File: src/rtl/core/dtwn_pkg.sv
// dtwn_pkg: shared types, widths and constants of the length-normalised DTW unit.
// No dependencies; imported by every module of the block.
`timescale 1ns / 1ps
`default_nettype none

package dtwn_pkg;

  // Defaults of the top-level size parameters
  localparam int DTWN_MAX_ROWS = 256;
  localparam int DTWN_MAX_COLS = 1024;

  // Fixed field widths
  localparam int COST_IN_W = 16;            // local cost, Q8.8
  localparam int COST_W    = 27;            // accumulated cost, Q19.8
  localparam int LEN_W     = 11;            // path length
  localparam int ROW_OUT_W = 8;             // reported end row
  localparam int NORM_W    = 24;            // normalised cost, Q8.16
  localparam int FRAC_SH   = 8;             // extra fraction bits of the quotient
  localparam int DVD_W     = COST_W + FRAC_SH;
  localparam int DIV_CNT_W = $clog2(DVD_W + 1);

  // Configuration port
  localparam int ROWS_CFG_W = 9;
  localparam int COLS_CFG_W = 11;
  localparam int CFG_DATA_W = 11;
  localparam int CFG_IDX_W  = 1;
  localparam logic [CFG_IDX_W-1:0] REG_ROWS = 1'b0;
  localparam logic [CFG_IDX_W-1:0] REG_COLS = 1'b1;
  localparam logic [ROWS_CFG_W-1:0] RESET_ROWS = 9'd256;
  localparam logic [COLS_CFG_W-1:0] RESET_COLS = 11'd1024;

  // Compare widths wide enough for any legal position counter plus one
  localparam int ROW_CMP_W = 13;
  localparam int COL_CMP_W = 17;

  // Front-to-back queue
  localparam int QDEPTH = 4;
  localparam int QAW    = $clog2(QDEPTH);

  // One classified cell travelling from front to back
  typedef struct packed {
    logic [COST_IN_W-1:0] local_cost;
    logic                 first_row;
    logic                 first_col;
    logic                 last_row;
    logic                 last_col;
  } cell_t;

  typedef enum logic [1:0] {
    BK_IDLE,
    BK_CALC,
    BK_DIV
  } back_state_t;

endpackage

`default_nettype wire

File: src/rtl/core/dtwn_fifo.sv
// dtwn_fifo: short first-in first-out queue of classified cells.
// Depends on dtwn_pkg (cell_t, QDEPTH).
`timescale 1ns / 1ps
`default_nettype none

module dtwn_fifo (
  input  wire logic           clk,
  input  wire logic           rst_n,
  input  wire logic           push,
  input  wire dtwn_pkg::cell_t push_data,
  output logic                full,
  input  wire logic           pop,
  output dtwn_pkg::cell_t     pop_data,
  output logic                not_empty
);
  import dtwn_pkg::*;

  cell_t          slot_r [QDEPTH];
  logic [QAW-1:0] wr_ptr_r;
  logic [QAW-1:0] rd_ptr_r;
  logic [QAW:0]   count_r;

  assign full      = (count_r == (QAW+1)'(QDEPTH));
  assign not_empty = (count_r != '0);
  assign pop_data  = slot_r[rd_ptr_r];

  always_ff @(posedge clk) begin
    if (push) begin
      slot_r[wr_ptr_r] <= push_data;
    end
  end

  always_ff @(posedge clk) begin
    if (!rst_n) begin
      wr_ptr_r <= '0;
      rd_ptr_r <= '0;
      count_r  <= '0;
    end else begin
      if (push) begin
        wr_ptr_r <= wr_ptr_r + 1'b1;
      end
      if (pop) begin
        rd_ptr_r <= rd_ptr_r + 1'b1;
      end
      if (push && !pop) begin
        count_r <= count_r + 1'b1;
      end else if (pop && !push) begin
        count_r <= count_r - 1'b1;
      end
    end
  end

endmodule

`default_nettype wire

File: config.mk
export PLATFORM = sky130hd
export DESIGN_NAME = dtwn_fifo
export DESIGN_NICKNAME = d
export VERILOG_FILES = /design/src/rtl/core/dtwn_pkg.sv /design/src/rtl/core/dtwn_fifo.sv
export SDC_FILE = /design/constraint.sdc
export NUM_CORES = 1
export LEC_CHECK = 0
export ABC_AREA = 1
export BUFFER_PORTS_ARGS = -buffer_cell sky130_fd_sc_hd__buf_2
export CAP_MARGIN = 20
export CORE_MARGIN = 8
export CORE_UTILIZATION = 35
export CTS_CLUSTER_SIZE = 10
export DETAILED_ROUTE_END_ITERATION = 8
export GPL_TIMING_DRIVEN = 0
export HOLD_SLACK_MARGIN = 0.03
export PLACE_DENSITY_LB_ADDON = 0.1
export SLEW_MARGIN = 40
export SYNTH_ARGS = -nofsm -noshare
export SYNTH_HDL_FRONTEND = slang
export SYNTH_SLANG_ARGS = --single-unit
File: constraint.sdc
create_clock -name clk -period 1.8 [get_ports clk]
set_clock_uncertainty 0.05 [all_clocks]
set_input_delay 0.09 -clock clk [delete_from_list [all_inputs] [get_ports clk]]
set_output_delay 0.09 -clock clk [all_outputs]
set_load 0.03 [all_outputs]
== Yosys cells after proc, flatten, opt, wreduce, memory -nomap -nowiden ==
Memory sizes are Yosys's and may differ from the RTL's. A register that Yosys moved wholly into a read port is not among the register bits.
Index checks and enable logic that the tools add are counted.
Storage, ports and cells
  register bits: 7
  word-level logic and storage cells: 21
  memories: 1
  RAM bits: 80
  bits of input ports: 24
  output and inout bits: 22
Memories
  slot_r: words 4, width 20, read ports 1, clocked after memory_dff 1, write ports 1, line dtwn_fifo.sv:18  | cell_t slot_r [QDEPTH];
Operators by class
  reductions and logical operators: 6
  eq/ne operators: 1
  multiplexer cells: 6
  add/sub/neg operators: 4
Operators with widths (count)
  2-to-1 mux 3 bit: 2
  adder 2 x 1 -> 2 bit, second input constant: 2
  2-to-1 mux 2 bit: 2
  adder 3 x 1 -> 3 bit, second input constant: 1
  equality test 3 bit, second input constant: 1
  nonzero test 3 bit: 1
  subtractor 3 x 1 -> 3 bit, second input constant: 1
  logical AND 1 bit: 2
  zero test 1 bit: 2
  2-to-1 mux 1 bit: 2
  nonzero test 2 bit: 1

== Longest topological paths before layout ==
  word-level depth: 4
  depth in mapped cells: 10
  mapped depth without buffers: 10

== Worst setup path after synthesis ==
OpenSTA, ideal clock, no wires.
  kind: register to register
  from: reg wr_ptr_r[0]
  to: mem slot_r[2][0] (netlist bit), enable pin
  library setup time: 375 ps
  required time: 1375 ps
  setup slack: 382 ps
  buffers on the path: 0
  arrival: 993 ps
  cell stages (with the launch flop): 5
  period minus slack after synthesis: 1418 ps
  path through: dfxtp_1 > inv_1 > ha_1 > nand2_1 > inv_1
RTL lines
  start: declaration: line dtwn_fifo.sv:19  | logic [QAW-1:0] wr_ptr_r;
  start signal: assignment: line dtwn_fifo.sv:40  | wr_ptr_r <= wr_ptr_r + 1'b1;
  end: declaration: line dtwn_fifo.sv:18
Straight into the memory's write port.

==> flow_summary.toml <==
[status]
status = "finished, final reports clean"

[setup_path]
slowest_stage = "dfxtp_1"
crit_fanout = 10
path_delay_family = "buffers and inverters"
worstSetupStartpointType = "flop"
worst_r2r_path_depth = 4
r2r_end = "slot_r[0][1]"
crit_path_end_kind = "output port"
cp.required_ps = 1660
path_buf_inv = 2
crit_type = "flop to output port"
r2r-start = "wr_ptr_r[0]"
timing.reg2reg.setup_slack_ps = 310
crit_top_cell = "clkbuf_4"
crit_chain = "clkbuf_4 -> o21ai_1 -> o22ai_1 -> clkbuf_4"
arrival_ps = 1580
slowest_delay_ps = 400

[synthesis]
synthesis.nets = 283
synth_seq_cells = 89
netlist_instances = 253
synth-edff-count = 80
synth_area_mm2 = 0.003386
ys_types = 17
synth_async_sr_flop_share_pct = 0
yosysSeqAreaShare_pct = 76.27
synth_ff_type = "edfxtp_1"
ys_warn_count = 0
avgSynthCellArea_um2 = 13.38

[final_layout]
final_cell_area_mm2 = 0.004239
diodes = 0
fillerInstances = 876
post-route-util_pct = 44.18
final_cell_mix = "edfxtp_1, buf_2, nor2_1"
area_growth_pct = 25.20
final_nets = 362
final_layout_size_suffix_gt1_share_pct = 22.55
final_common_cell = "edfxtp_1"

[placement]
io_buffer_count = 45
placed_cell_area_mm2 = 0.003777
place_congestion = 0.6482
hpwl_um = 4304

[clock_network]
cts.sinks = 89
cts_tree = "done"
cts_made_buffers = 9
clock_latency_ps = 340
cts.path.max_buffers = 2
clk_pin_slew_worst_paths_ps = 80
cts-htree-levels = 3
cts-root-buf = "clkbuf_8"

[detailed_routing]
via_per_inst = 4.536
ant_nets = 0
wl_per_cell_um = 15.60
firstDrtPassIters = 6
drc = 0
num_vias = 2132
detail_route.wirelength_um = 7332
drt_iter0_drc = 120

[worst_hold_path]
hp-start = "rd_ptr_r[1]"
hold_depth = 1
holdCritPathClass = "flop to flop"
holdPathEnd = "rd_ptr_r[1]"

[global_route]
grt_pass1_wl_um = 11500
grt_max_degree = 21
grt_antenna_before_repair = 0
overflow = 0
grt_pass1_vias = 2146
grt.total_usage_pct = 11.75

[sta]
min_period_ps = 1717
fmax_mhz = 582.5
fin_tns_setup_ps = 0
worst_hold_slack_ps = 399.9
rsz0062_at_grt = "true"
fin_crit_sh_pct = 95.37
setup_viol = 0
drv_slew = 0
relSlewSlack_pct = 63.80
hold_viol = 0
tightest_slew_ps = 542.2

[floorplan]
core_area_mm2 = 0.009594
io_pins = 46
start_util_pct = 35.29
die_h_um = 114.4
fp-row-count = 36
fp.dieW_um = 114.4
die-area_mm2 = 0.01308

[power]
total_power_mw = 4.432
ir_drop_mv = 0.4186
power_density_mw_per_mm2 = 1046
p_leak_nw = 1.567

[run]
cap_violations = 0
## worst max path at each step
stage / from / end / slack [ps] / depth (start not counted)
floorplan: wr_ptr_r[0] / slot_r[2][0] / 380 / 4
global placement: wr_ptr_r[0] / slot_r[0][3] / -40 / 4
detailed placement: flop / pop_data[15] / 270 / 4
CTS: flop / pop_data[15] / 30 / 4
global route: flop / pop_data[15] / -3 / 4
finish: flop / pop_data[15] / 80 / 4
## power breakdown
| part | internal [mW] | switching [mW] | leakage [nW] | total, mW |
|---|---|---|---|---|
| Sequential | 2.35 | 0.0312 | 0.810 | 2.38 |
| Combinational | 0.194 | 0.411 | 0.658 | 0.605 |
| Clock | 0.781 | 0.666 | 0.0995 | 1.45 |
| Total | 3.32 | 1.11 | 1.57 | 4.43 |
## metrics by stage
step | std cells | worst slack, ps
finish | 470 | 83.31
global route | 470 | -3.495
CTS | 470 | 28.99
detailed placement | 431 | 265.6
global placement | 431 | -42.81
floorplan | 253 | 382.0
## kinds of logic (layout without fill, tap and decap cells)
| kind of cell | after synthesis | count (layout) | synth area share, % |
|---|---|---|---|
| adder cells (fa/ha/maj) | 6 | 6 | 2.439 |
| AO/OA/AOI/OAI | 70 | 70 | 11.09 |
| flip-flops | 89 | 89 | 76.27 |
| buffers and inverters | 29 | 113 | 3.511 |
| AND/OR/NAND/NOR | 59 | 59 | 6.689 |
## Yosys cell counts (4+ instances only)
| cell | count | area share (%) |
|---|---|---|
| ha_1 | 5 | 1.8 |
| clkbuf_1 | 4 | 0.44 |
| o21ai_1 | 40 | 5.9 |
| a21oi_1 | 4 | 0.59 |
| buf_2 | 8 | 1.2 |
| dfxtp_1 | 9 | 5.3 |
| nor2_1 | 46 | 5.1 |
| o21ai_0 | 6 | 0.89 |
| nand2_1 | 10 | 1.1 |
| edfxtp_1 | 80 | 71 |
| o22ai_1 | 20 | 3.7 |
| inv_1 | 16 | 1.8 |
## state kept, by name (all words and copies together), names as in the netlist, named ones only
signal and flops:
count_r 3, rd_ptr_r 2, slot_r 80, wr_ptr_r 2
## per-layer routing
layer  vias to the layer above  share of wire [%]  wire, µm  global-route usage [%]
met5                         -                  0         0                       0
met4                         0                1.7       126                   5.324
met3                        10                4.6       339                   3.006
met2                        49                 48      3488                   18.61
met1                       997                 46      3377                   14.79
li1                       1076                  -         -                       -
## what timing repair did
| item | CTS | global route |
|---|---|---|
| setup endpoints to repair | 20 | 1 |
| hold buffers | 23 | 0 |
| gates cloned | 0 | 0 |
| hold endpoints to repair | 89 | 0 |
| buffers inserted | 0 | 0 |
| resized for setup | 4 | 7 |
## final cells by class
| cell class | instances | area (µm²) | share of cell area, % |
|---|---|---|---|
| clock buffer | 11 | 131.4 | 3.099 |
| clock inverter | 5 | 80.08 | 1.889 |
| multi-input combinational | 135 | 684.4 | 16.15 |
| buffer | 12 | 72.57 | 1.712 |
| timing repair buffer | 68 | 457.9 | 10.80 |
| sequential | 89 | 2582 | 60.92 |
| inverter | 17 | 63.81 | 1.505 |
| tap | 133 | 166.4 | 3.926 |
Power figures use the tool's default switching activity.
