===== config.mk =====
export PLATFORM = sky130hd
export DESIGN_NAME = dtwn_front
export DESIGN_NICKNAME = d
export VERILOG_FILES = /design/src/rtl/core/dtwn_pkg.sv /design/src/rtl/core/dtwn_front.sv
export SDC_FILE = /design/constraint.sdc
export NUM_CORES = 1
export LEC_CHECK = 0
export ABC_AREA = 1
export BUFFER_PORTS_ARGS = -buffer_cell sky130_fd_sc_hd__buf_2
export CAP_MARGIN = 20
export CORE_MARGIN = 4
export CORE_UTILIZATION = 25
export DETAILED_ROUTE_END_ITERATION = 10
export GPL_TIMING_DRIVEN = 1
export PLACE_DENSITY = 0.43
export SLEW_MARGIN = 25
export SYNTH_ARGS = -nofsm -noshare
export SYNTH_HDL_FRONTEND = slang
export SYNTH_SLANG_ARGS = --single-unit

===== constraint.sdc =====
create_clock -name clk -period 3.2 [get_ports clk]
set_input_delay 0.48 -clock clk [delete_from_list [all_inputs] [get_ports clk]]
set_output_delay 0.48 -clock clk [all_outputs]
set_load 0.1 [all_outputs]

===== src/rtl/core/dtwn_pkg.sv =====
// dtwn_pkg: shared types, widths and constants of the length-normalised DTW unit.
// No dependencies; imported by every module of the block.
`timescale 1ns / 1ps
`default_nettype none

package dtwn_pkg;

  // Defaults of the top-level size parameters
  localparam int DTWN_MAX_ROWS = 256;
  localparam int DTWN_MAX_COLS = 1024;

  // Fixed field widths
  localparam int COST_IN_W = 16;            // local cost, Q8.8
  localparam int COST_W    = 27;            // accumulated cost, Q19.8
  localparam int LEN_W     = 11;            // path length
  localparam int ROW_OUT_W = 8;             // reported end row
  localparam int NORM_W    = 24;            // normalised cost, Q8.16
  localparam int FRAC_SH   = 8;             // extra fraction bits of the quotient
  localparam int DVD_W     = COST_W + FRAC_SH;
  localparam int DIV_CNT_W = $clog2(DVD_W + 1);

  // Configuration port
  localparam int ROWS_CFG_W = 9;
  localparam int COLS_CFG_W = 11;
  localparam int CFG_DATA_W = 11;
  localparam int CFG_IDX_W  = 1;
  localparam logic [CFG_IDX_W-1:0] REG_ROWS = 1'b0;
  localparam logic [CFG_IDX_W-1:0] REG_COLS = 1'b1;
  localparam logic [ROWS_CFG_W-1:0] RESET_ROWS = 9'd256;
  localparam logic [COLS_CFG_W-1:0] RESET_COLS = 11'd1024;

  // Compare widths wide enough for any legal position counter plus one
  localparam int ROW_CMP_W = 13;
  localparam int COL_CMP_W = 17;

  // Front-to-back queue
  localparam int QDEPTH = 4;
  localparam int QAW    = $clog2(QDEPTH);

  // One classified cell travelling from front to back
  typedef struct packed {
    logic [COST_IN_W-1:0] local_cost;
    logic                 first_row;
    logic                 first_col;
    logic                 last_row;
    logic                 last_col;
  } cell_t;

  typedef enum logic [1:0] {
    BK_IDLE,
    BK_CALC,
    BK_DIV
  } back_state_t;

endpackage

`default_nettype wire


===== src/rtl/core/dtwn_front.sv =====
// dtwn_front: size registers, matrix position counters and cell classification.
// Depends on dtwn_pkg; feeds dtwn_fifo.
`timescale 1ns / 1ps
`default_nettype none

module dtwn_front #(
  parameter int MAX_ROWS = dtwn_pkg::DTWN_MAX_ROWS,
  parameter int MAX_COLS = dtwn_pkg::DTWN_MAX_COLS
) (
  input  wire logic                                clk,
  input  wire logic                                rst_n,
  input  wire logic                                cfg_we,
  input  wire logic [dtwn_pkg::CFG_IDX_W-1:0]      cfg_index,
  input  wire logic [dtwn_pkg::CFG_DATA_W-1:0]     cfg_wdata,
  input  wire logic                                in_valid,
  output logic                                     in_ready,
  input  wire logic [dtwn_pkg::COST_IN_W-1:0]      in_local_cost,
  output logic                                     push,
  output dtwn_pkg::cell_t                          push_data,
  input  wire logic                                full
);
  import dtwn_pkg::*;

  localparam int RW = (MAX_ROWS > 1) ? $clog2(MAX_ROWS) : 1;
  localparam int CW = (MAX_COLS > 1) ? $clog2(MAX_COLS) : 1;
  localparam logic [ROW_CMP_W-1:0] ROWS_LIM = ROW_CMP_W'(MAX_ROWS);
  localparam logic [COL_CMP_W-1:0] COLS_LIM = COL_CMP_W'(MAX_COLS);

  logic [ROWS_CFG_W-1:0] rows_r;
  logic [COLS_CFG_W-1:0] cols_r;
  logic [RW-1:0]         m_r;
  logic [CW-1:0]         n_r;
  logic                  last_row;
  logic                  last_col;

  // zero acts as one, oversize acts as the maximum
  function automatic logic [ROWS_CFG_W-1:0] clamp_rows(input logic [ROWS_CFG_W-1:0] v);
    logic [ROW_CMP_W-1:0] w;
    w = ROW_CMP_W'(v);
    if (v == '0) return ROWS_CFG_W'(1);
    if (w > ROWS_LIM) return ROWS_LIM[ROWS_CFG_W-1:0];
    return v;
  endfunction

  function automatic logic [COLS_CFG_W-1:0] clamp_cols(input logic [COLS_CFG_W-1:0] v);
    logic [COL_CMP_W-1:0] w;
    w = COL_CMP_W'(v);
    if (v == '0) return COLS_CFG_W'(1);
    if (w > COLS_LIM) return COLS_LIM[COLS_CFG_W-1:0];
    return v;
  endfunction

  assign last_row = ((ROW_CMP_W'(m_r) + ROW_CMP_W'(1)) >= ROW_CMP_W'(rows_r));
  assign last_col = ((COL_CMP_W'(n_r) + COL_CMP_W'(1)) >= COL_CMP_W'(cols_r));

  assign in_ready = !full;
  assign push     = in_valid && in_ready;

  always_comb begin
    push_data.local_cost = in_local_cost;
    push_data.first_row  = (m_r == '0);
    push_data.first_col  = (n_r == '0);
    push_data.last_row   = last_row;
    push_data.last_col   = last_col;
  end

  always_ff @(posedge clk) begin
    if (!rst_n) begin
      rows_r <= clamp_rows(RESET_ROWS);
      cols_r <= clamp_cols(RESET_COLS);
      m_r    <= '0;
      n_r    <= '0;
    end else if (cfg_we) begin
      // any write restarts the matrix
      m_r <= '0;
      n_r <= '0;
      if (cfg_index == REG_ROWS) begin
        rows_r <= clamp_rows(cfg_wdata[ROWS_CFG_W-1:0]);
      end else if (cfg_index == REG_COLS) begin
        cols_r <= clamp_cols(cfg_wdata[COLS_CFG_W-1:0]);
      end
    end else if (push) begin
      if (!last_row) begin
        m_r <= m_r + 1'b1;
      end else begin
        m_r <= '0;
        n_r <= last_col ? '0 : n_r + 1'b1;
      end
    end
  end

endmodule

`default_nettype wire


### After elaboration in Yosys (flattened, before gate mapping)

Cells that the tools add are included.
Widths: inputs -> output; s select.

| storage, ports and cells | value |
|---|---|
| register bits after elaboration | 38 |
| latch bits | 0 |
| bits in writable memories | 0 |
| memory bits (read-only) | 0 |
| input port bits | 33 |
| memories kept | 0 |

| cells by class | value |
|---|---|
| add/subtract/negate cells | 4 |
| $mul | 0 |
| div/mod/pow operators | 0 |
| $lt $le $gt $ge | 4 |
| equal/unequal tests | 0 |
| shift-type cells | 0 |
| muxes and demuxes | 28 |
| bitwise operators | 2 |
| reduce and logical (&&, ||, !) cells | 10 |

Operator list:

| operator | count |
|---|---|
| $mux 11 | 4 |
| $mux 9 | 4 |
| $mux 1 | 18 |
| $add 10x1->11 const B | 1 |
| $ge 11x11->1 | 1 |
| $gt 11x11->1 const B | 1 |
| $logic_not 11->1 | 1 |
| $add 10x1->10 const B | 1 |
| $logic_not 10->1 | 1 |
| $mux 10 | 1 |
| $add 8x1->9 const B | 1 |
| $ge 9x9->1 | 1 |
| $gt 9x9->1 const B | 1 |
| $logic_not 9->1 | 1 |
| $add 8x1->8 const B | 1 |
| $logic_not 8->1 | 1 |
| $mux 8 | 1 |
| $reduce_and 2->1 | 3 |
| $not 1->1 | 2 |
| $reduce_or 2->1 | 1 |
| $logic_and 1x1->1 | 1 |
| $logic_not 1->1 | 1 |

### Logic depth before layout (Yosys ltp)

Gate-level depths: netlist of the first run.

| logic depth | value |
|---|---|
| depth in word-level cells | 11 |
| mapped depth | 18 |
| depth with buffers taken out | 17 |

### Least setup slack after synthesis of the first run

No wires, ideal clock.

| timing | value |
|---|---|
| path kind | register -> output |
| start point | register m_r[0] |
| end point | output push_data[3] (netlist bit) |
| arrival | 3442 ps |
| required time | 2720 ps |
| path slack | -722 ps |
| stages on the path, launching flop included | 5 |
| buffers on the path | 0 |
| cell sequence | dfxtp_1 inv_1 ha_1 nand4_1 nor4_1 |

RTL lines:

| element | line | RTL |
|---|---|---|
| start: declaration | dtwn_front.sv:31 | `logic [RW-1:0] m_r;` |
| start signal: assignment | dtwn_front.sv:84 | `m_r <= m_r + 1'b1;` |
| end: declaration | dtwn_front.sv:19 | `output dtwn_pkg::cell_t push_data,` |

==> metrics.md, run 1 <==
| Metric | Value |
|---|---|
| Status | `complete, no violations` |
| Final period util | `91.1%` |
| CTS buffer count | `5` |
| Post-synth EDFFs | `0` |
| Hold Crit Start | `rst_n` |
| Max Clk Rate | `343 MHz` |
| CP Capture Type | `output port` |
| Post-cts resize count | `0` |
| Static Leak | `1.40 nW` |
| Cell count of the worst reg-to-reg path | `17` |
| Vias in the first global route | `2301` |
| Worst R2R Start | `n_r[1]$_SDFFE_PP0P_` |
| Synth async-reset ratio | `0%` |
| All-layer global routing usage | `10.3%` |
| Post-CTS setup buffers | `0` |
| Final Power | `1.02 mW` |
| Die ar. | `12200 um^2` |
| Starting Density | `25.6%` |
| Setup WS pre-CTS | `0.548 ns` |
| CTS tree | `done` |
| Total gr overflow | `0` |
| DP HPWL | `4790 um` |
| Crit path max-delay family | `simple AND/OR/NAND/NOR gates` |
| Fin Clk Skew | `0.00860 ns` |
| Synth Instances | `401` |
| Final Slew Violations | `0` |
| Fin worst setup slack | `0.285 ns` |
| Cells taking the most area after synthesis | `dfxtp_1 (29%), nand2_1 (15%), ha_1 (11%)` |
| Clock Pin Slew Worst Setup and Hold Paths | `0.08 ns` |
| RSZ-0062 raised after global routing | `no` |
| Die X | `111 um` |
| Max Cap Violations | `0` |
| #FFs+latches synth | `38` |
| Syn_area_per_cell | `6.56 um^2` |
| Layout cells sized above 1 | `11.0%` |
| DRT Pass-1 Iters | `4` |
| P&R area growth vs syn | `9.13%` |
| Tmin final | `2.91 ns` |
| Die Height | `111 um` |
| CTS root buffer | `clkbuf_8` |
| Gpl congestion | `0.761` |
| Critical Path RT | `2.72 ns` |
| Initial DRC Count | `61` |
| Cell Chain, Critical Path | `ha_1 -> nand3_1 -> nor2_2 -> inv_1 -> o21bai_1 -> nand2_1 -> inv_1 -> ha_1 -> nand2_1 -> nor2_1 -> and2_1 -> nand2_1 -> nand3_1 -> buf_12` |
| Final setup violation count | `0` |
| Remaining antenna violation count | `0` |
| First-pass GRT wire length | `10400 um` |
| Synth Net Count | `458` |
| NumNets Final | `464` |
| Std-Cell Rows | `37` |
| P per Cell Area | `356 nW/um^2` |
| Via count | `2329` |
| Synth area leader | `dfxtp_1` |
| Post-Syn Area | `2630 um^2` |
| Hold path cells | `2` |
| Maximum buffer depth of the clock tree | `2` |
| CTS hold repair buffers | `0` |
| Syn. warnings | `0` |
| Top cell type's share of synthesized area | `28.9%` |
| Antenna diode instance count | `0` |
| IO Pins | `55` |
| Worst path bufs/invs | `3` |
| Slew Limit Headroom | `67.8%` |
| Clock H-tree levels | `2` |
| CP most frequent cell | `nand2_1` |
| Worst vdd ir | `0.132 mV` |
| Via density | `4.28` |
| Placeable core area | `10300 um^2` |
| Wire length per cell | `11.0 um` |
| Clk sinks | `38` |
| Post-synth cell types | `32` |
| Crit-path slowest cell | `dfxtp_1` |
| Design area | `2870 um^2` |
| Crit path kind | `flop to output port` |
| Crit start category | `flop` |
| Dpl cell area | `2770 um^2` |
| R2R setup slack | `0.75 ns` |
| Hold Path End | `cols_r[10]$_SDFFE_PN1P_` |
| Initial antenna violation count | `0` |
| Largest net degree at the start of global routing | `20` |
| DRC Markers | `0` |
| Hold Path Class | `primary input to flop` |
| Fin util | `27.9%` |
| Worst path arrival time | `2.43 ns` |
| RR Endpoint | `n_r[3]$_SDFFE_PP0P_` |
| Critical-path maximum fanout | `4` |
| Synth Flop Type | `dfxtp_1` |
| Final WL | `5980 um` |
| Slew @ Worst Pin | `0.487 ns` |
| Register area share after synthesis | `28.9%` |
| Clk_lat worst skew | `0.29 ns` |
| Final hold vios | `0` |
| Max incr delay on CP | `0.39 ns` |
| Final TNS setup | `0 ns` |
| Crit path depth | `14` |
| Port bufs | `22` |
-- through the flow --
step	hold slack, ns	cells
after floorplan	0.443	401
after global placement	0.456	536
after detailed placement	0.459	536
after CTS	0.429	544
after global routing	0.439	544
final	0.445	544
-- worst max-delay path by stage --
| stage | startpoint | end | slack, ns |
|---|---|---|---|
| after floorplan | n_r[4]$_SDFFE_PP0P_ | push_data[2] | 0.005 |
| after global placement | m_r[0]$_SDFFE_PP0P_ | push_data[1] | 0.58 |
| after detailed placement | m_r[0]$_SDFFE_PP0P_ | push_data[1] | 0.55 |
| after CTS | m_r[0]$_SDFFE_PP0P_ | push_data[1] | 0.21 |
| after global routing | n_r[1]$_SDFFE_PP0P_ | push_data[0] | 0.03 |
| final | n_r[1]$_SDFFE_PP0P_ | push_data[0] | 0.29 |
-- state kept, by name (all words and copies together) (netlist names) --
signal	cells
n_r	10
rows_r	9
m_r	8
cols_r	11
-- report_power, final --
part / switching [mW] / internal (mW) / total [mW]
logic: 0.127 / 0.0508 / 0.177
registers: 0.00837 / 0.485 / 0.494
clock network: 0.177 / 0.173 / 0.350
total: 0.312 / 0.710 / 1.02
-- metal layers --
layer  part of all wire [%]  vias up  wire, um  track usage, %
met1                     48     1048      2870            13.5
met5                      0        -         0               0
met3                    3.4        5       202            2.14
li1                       -     1250         -               -
met4                   0.92        0        55            2.87
met2                     48       26      2850            17.0
-- cells in the mapped netlist (3+ instances only) --
library cell	n
nor3_1	4
xor2_1	7
nor2_1	37
buf_4	19
nand2_2	3
a21oi_1	25
nand2_1	103
inv_1	71
nand3_1	26
nand4_1	8
o21ai_0	8
dfxtp_1	38
ha_1	24
-- cell usage in the layout (no fill, tap or decap), types with 2 or more instances in the layout --
master    Yosys  final
a21oi_1      25     25
nor2_1       37     37
nand4_1       8      8
inv_1        71     71
nand3_1      26     26
a211oi_1      2      2
buf_2         2     20
nor2_2        2      2
nor3_1        4      4
nand2_1     103    103
dfxtp_1      38     38
inv_2         2      2
o211ai_1      2      2
nor2_4        2      2
o21ai_0       8      8
xor2_1        7      7
nand2_2       3      3
buf_4        19      3
clkbuf_8      0      6
ha_1         24     24
-- area by class of cell --
cell class / instances / area (um^2)
fillers: 1155 / 7410
multi-input cells: 263 / 1420
flip-flops and latches: 38 / 761
inverters: 74 / 278
well taps: 136 / 170
repair buffers: 25 / 150
clock buffers: 6 / 82.6
clock inverters: 2 / 12.5
-- cell families (layout without fill, tap and decap cells) --
logic type	after synthesis	count (layout)	synth area share, %
AO/OA/AOI/OAI	43	43	9.13
XOR/XNOR	7	7	2.33
adder cells (fa/ha/maj)	24	24	11.4
buffers and inverters	100	107	17.5
flip-flops	38	38	28.9
AND/OR/NAND/NOR	189	189	30.8
(Power assumes the default switching activity.)
==> inputs of run 2 (changes only) <==
Settings changed: CORE_UTILIZATION 25 to 55, PLACE_DENSITY 0.43 to 0.8.
==> run 2 against run 1 <==
Compared with the run above: hold slack improved by 0.00083 ns; critical path depth decreased by 3; first-iteration DRC count increased by 98%; count of clock-buffer cells in the layout increased by 1; critical path type unchanged.
==> metrics.md, run 2 (synthesis gave the netlist of run 1 again) <==
| Metric | Value |
|---|---|
| Std-Cell Rows | `24` |
| Final period util | `94.1%` |
| Max Clk Rate | `332 MHz` |
| Critical-path maximum fanout | `5` |
| Cell count of the worst reg-to-reg path | `13` |
| Hold Path End | `rows_r[8]$_SDFFE_PN1P_` |
| Max Cap Violations | `0` |
| Placeable core area | `4500 um^2` |
| Static Leak | `1.40 nW` |
| Final TNS setup | `0 ns` |
| Initial DRC Count | `121` |
| CTS buffer count | `5` |
| CTS root buffer | `clkbuf_8` |
| Clock power share | `34.2%` |
| Initial antenna violation count | `0` |
| Die X | `77.2 um` |
| Top flop regs | `cols_r x11, n_r x10, rows_r x9` |
| Layout cells sized above 1 | `10.6%` |
| Total gr overflow | `0` |
| Seq pwr share | `48.7%` |
| Via density | `5.17` |
| Status | `complete, no violations` |
| Final hold vios | `0` |
| Die Height | `77.2 um` |
| P&R area growth vs syn | `4.80%` |
| Max reg flops | `11` |
| Crit path kind | `flop to output port` |
| Final setup violation count | `0` |
| Crit-path slowest cell | `buf_2` |
| R2R setup slack | `0.77 ns` |
| Top reg by flops | `cols_r` |
| Clk sinks | `38` |
| Critical Path RT | `2.72 ns` |
| DRT Pass-1 Iters | `5` |
| Commonest cells after routing, fill and taps aside | `nand2_1 (103), inv_1 (71), dfxtp_1 (38), nor2_1 (37), nand3_1 (26)` |
| Clock H-tree levels | `2` |
| Pint | `709 uW` |
| Slew @ Worst Pin | `0.486 ns` |
| Die ar. | `5950 um^2` |
| Clk_lat worst skew | `0.30 ns` |
| Cell Chain, Critical Path | `ha_1 -> nand3_1 -> nor2_1 -> nand3_1 -> nand2_1 -> inv_1 -> ha_1 -> a21oi_1 -> o21a_1 -> nand2_2 -> buf_2` |
| Worst vdd ir | `0.260 mV` |
| Largest net degree at the start of global routing | `20` |
| Hold Crit Start | `rst_n` |
| P_sw | `307 uW` |
| CP Capture Type | `output port` |
| Max incr delay on CP | `0.44 ns` |
| Final Non-Filler Cells | `459` |
| Vias in the first global route | `2353` |
| Final Slew Violations | `0` |
| Gpl congestion | `0.851` |
| Slew Limit Headroom | `67.8%` |
| Maximum buffer depth of the clock tree | `2` |
| Worst path arrival time | `2.53 ns` |
| Tmin final | `3.01 ns` |
| Commonest non-fill, non-tap cell in the layout | `nand2_1` |
| Hold path cells | `2` |
| Fin Clk Skew | `0.00534 ns` |
| All-layer global routing usage | `20.5%` |
| P per Cell Area | `368 nW/um^2` |
| Crit start category | `flop` |
| CTS tree | `done` |
| Remaining antenna violation count | `0` |
| Starting Density | `58.4%` |
| Final WL | `5700 um` |
| RR Endpoint | `m_r[0]$_SDFFE_PP0P_` |
| RSZ-0062 raised after global routing | `no` |
| Dpl cells | `451` |
| Hold Path Class | `primary input to flop` |
| Fill cells | `440` |
| IO Pins | `55` |
| Net Sw Frac | `30.2%` |
| Via count | `2374` |
| Clock Pin Slew Worst Setup and Hold Paths | `0.07 ns` |
| Worst R2R Start | `m_r[0]$_SDFFE_PP0P_` |
| Port bufs | `22` |
| DRC Markers | `0` |
| First-pass GRT wire length | `9920 um` |
| Post-CTS setup buffers | `0` |
| Combinational fraction of design power | `17.1%` |
| DP HPWL | `4420 um` |
| Antenna diode instance count | `0` |
| Wire length per cell | `12.4 um` |
| NumNets Final | `463` |
## run 2: cell count changes in the layout (fill, tap and decap cells not counted)
cell,previous run,this run
clkbuf_4,1,0
nor2_4,2,3
clkinvlp_4,1,0
buf_2,20,21
buf_4,3,2
clkbuf_1,0,1
nor2_2,2,1
## run 2: worst max-delay path by stage
stage | start | endpoint | cells past startpoint
floorplan | n_r[4]$_SDFFE_PP0P_ | push_data[2] | 3
global placement | m_r[0]$_SDFFE_PP0P_ | push_data[1] | 11
detailed placement | m_r[0]$_SDFFE_PP0P_ | push_data[1] | 12
CTS | m_r[0]$_SDFFE_PP0P_ | push_data[1] | 11
global route | n_r[0]$_SDFFE_PP0P_ | push_data[0] | 13
finish | m_r[0]$_SDFFE_PP0P_ | push_data[1] | 11
## run 2: repair_timing
item	in CTS	in global routing
resized for setup	0	1
hold endpoints to repair	0	0
hold buffers	0	0
endpoints found under the setup margin	0	1
## run 2: cell type report
class                   instances  area [um^2]  area share (%)
inverters                      74          278            10.1
flip-flops and latches         38          761            27.6
well taps                      52         65.1            2.36
repair buffers                 24          140            5.08
clock buffers                   7         86.3            3.13
clock inverters                 1         5.00           0.181
multi-input cells             263         1420            51.6
## run 2: metrics by stage
stage	utilization, %	total power, mW	worst slack (ns)	instance area, um^2	hold slack [ns]
finish	61.2	1.02	0.188	2760	0.446
global route	61.2	1.06	0.0233	2760	0.453
CTS	61.1	1.02	0.218	2750	0.447
detailed placement	59.1	0.679	0.542	2660	0.456
global placement	59.1	0.674	0.628	2660	0.455
floorplan	-	0.731	0.00457	2640	0.443
## run 2: power groups by stage
stage / sequential [mW] / combinational, mW / clock (mW)
after floorplan: 0.502 / 0.229 / 0
after global placement: 0.505 / 0.169 / 0
after detailed placement: 0.505 / 0.174 / 0
after CTS: 0.494 / 0.175 / 0.350
after global routing: 0.496 / 0.194 / 0.375
final: 0.494 / 0.174 / 0.347
## run 2: worst max-delay path: cells and delay by family, from the launching register on
family,cells,cell delay [ns]
compound gates,2,0.23
flops,1,0.40
simple gates,5,0.62
buf+inv,2,0.49
fa+ha+maj,2,0.49
## run 2: metal layers
metal	wire length (um)	global-route usage (%)	part of all wire, %	up-vias
li1	-	-	-	1241
met1	2460	23.9	43	1084
met2	2910	36.3	51	39
met3	230	4.33	4.0	10
met4	102	8.01	1.8	0
met5	0	0	0	-
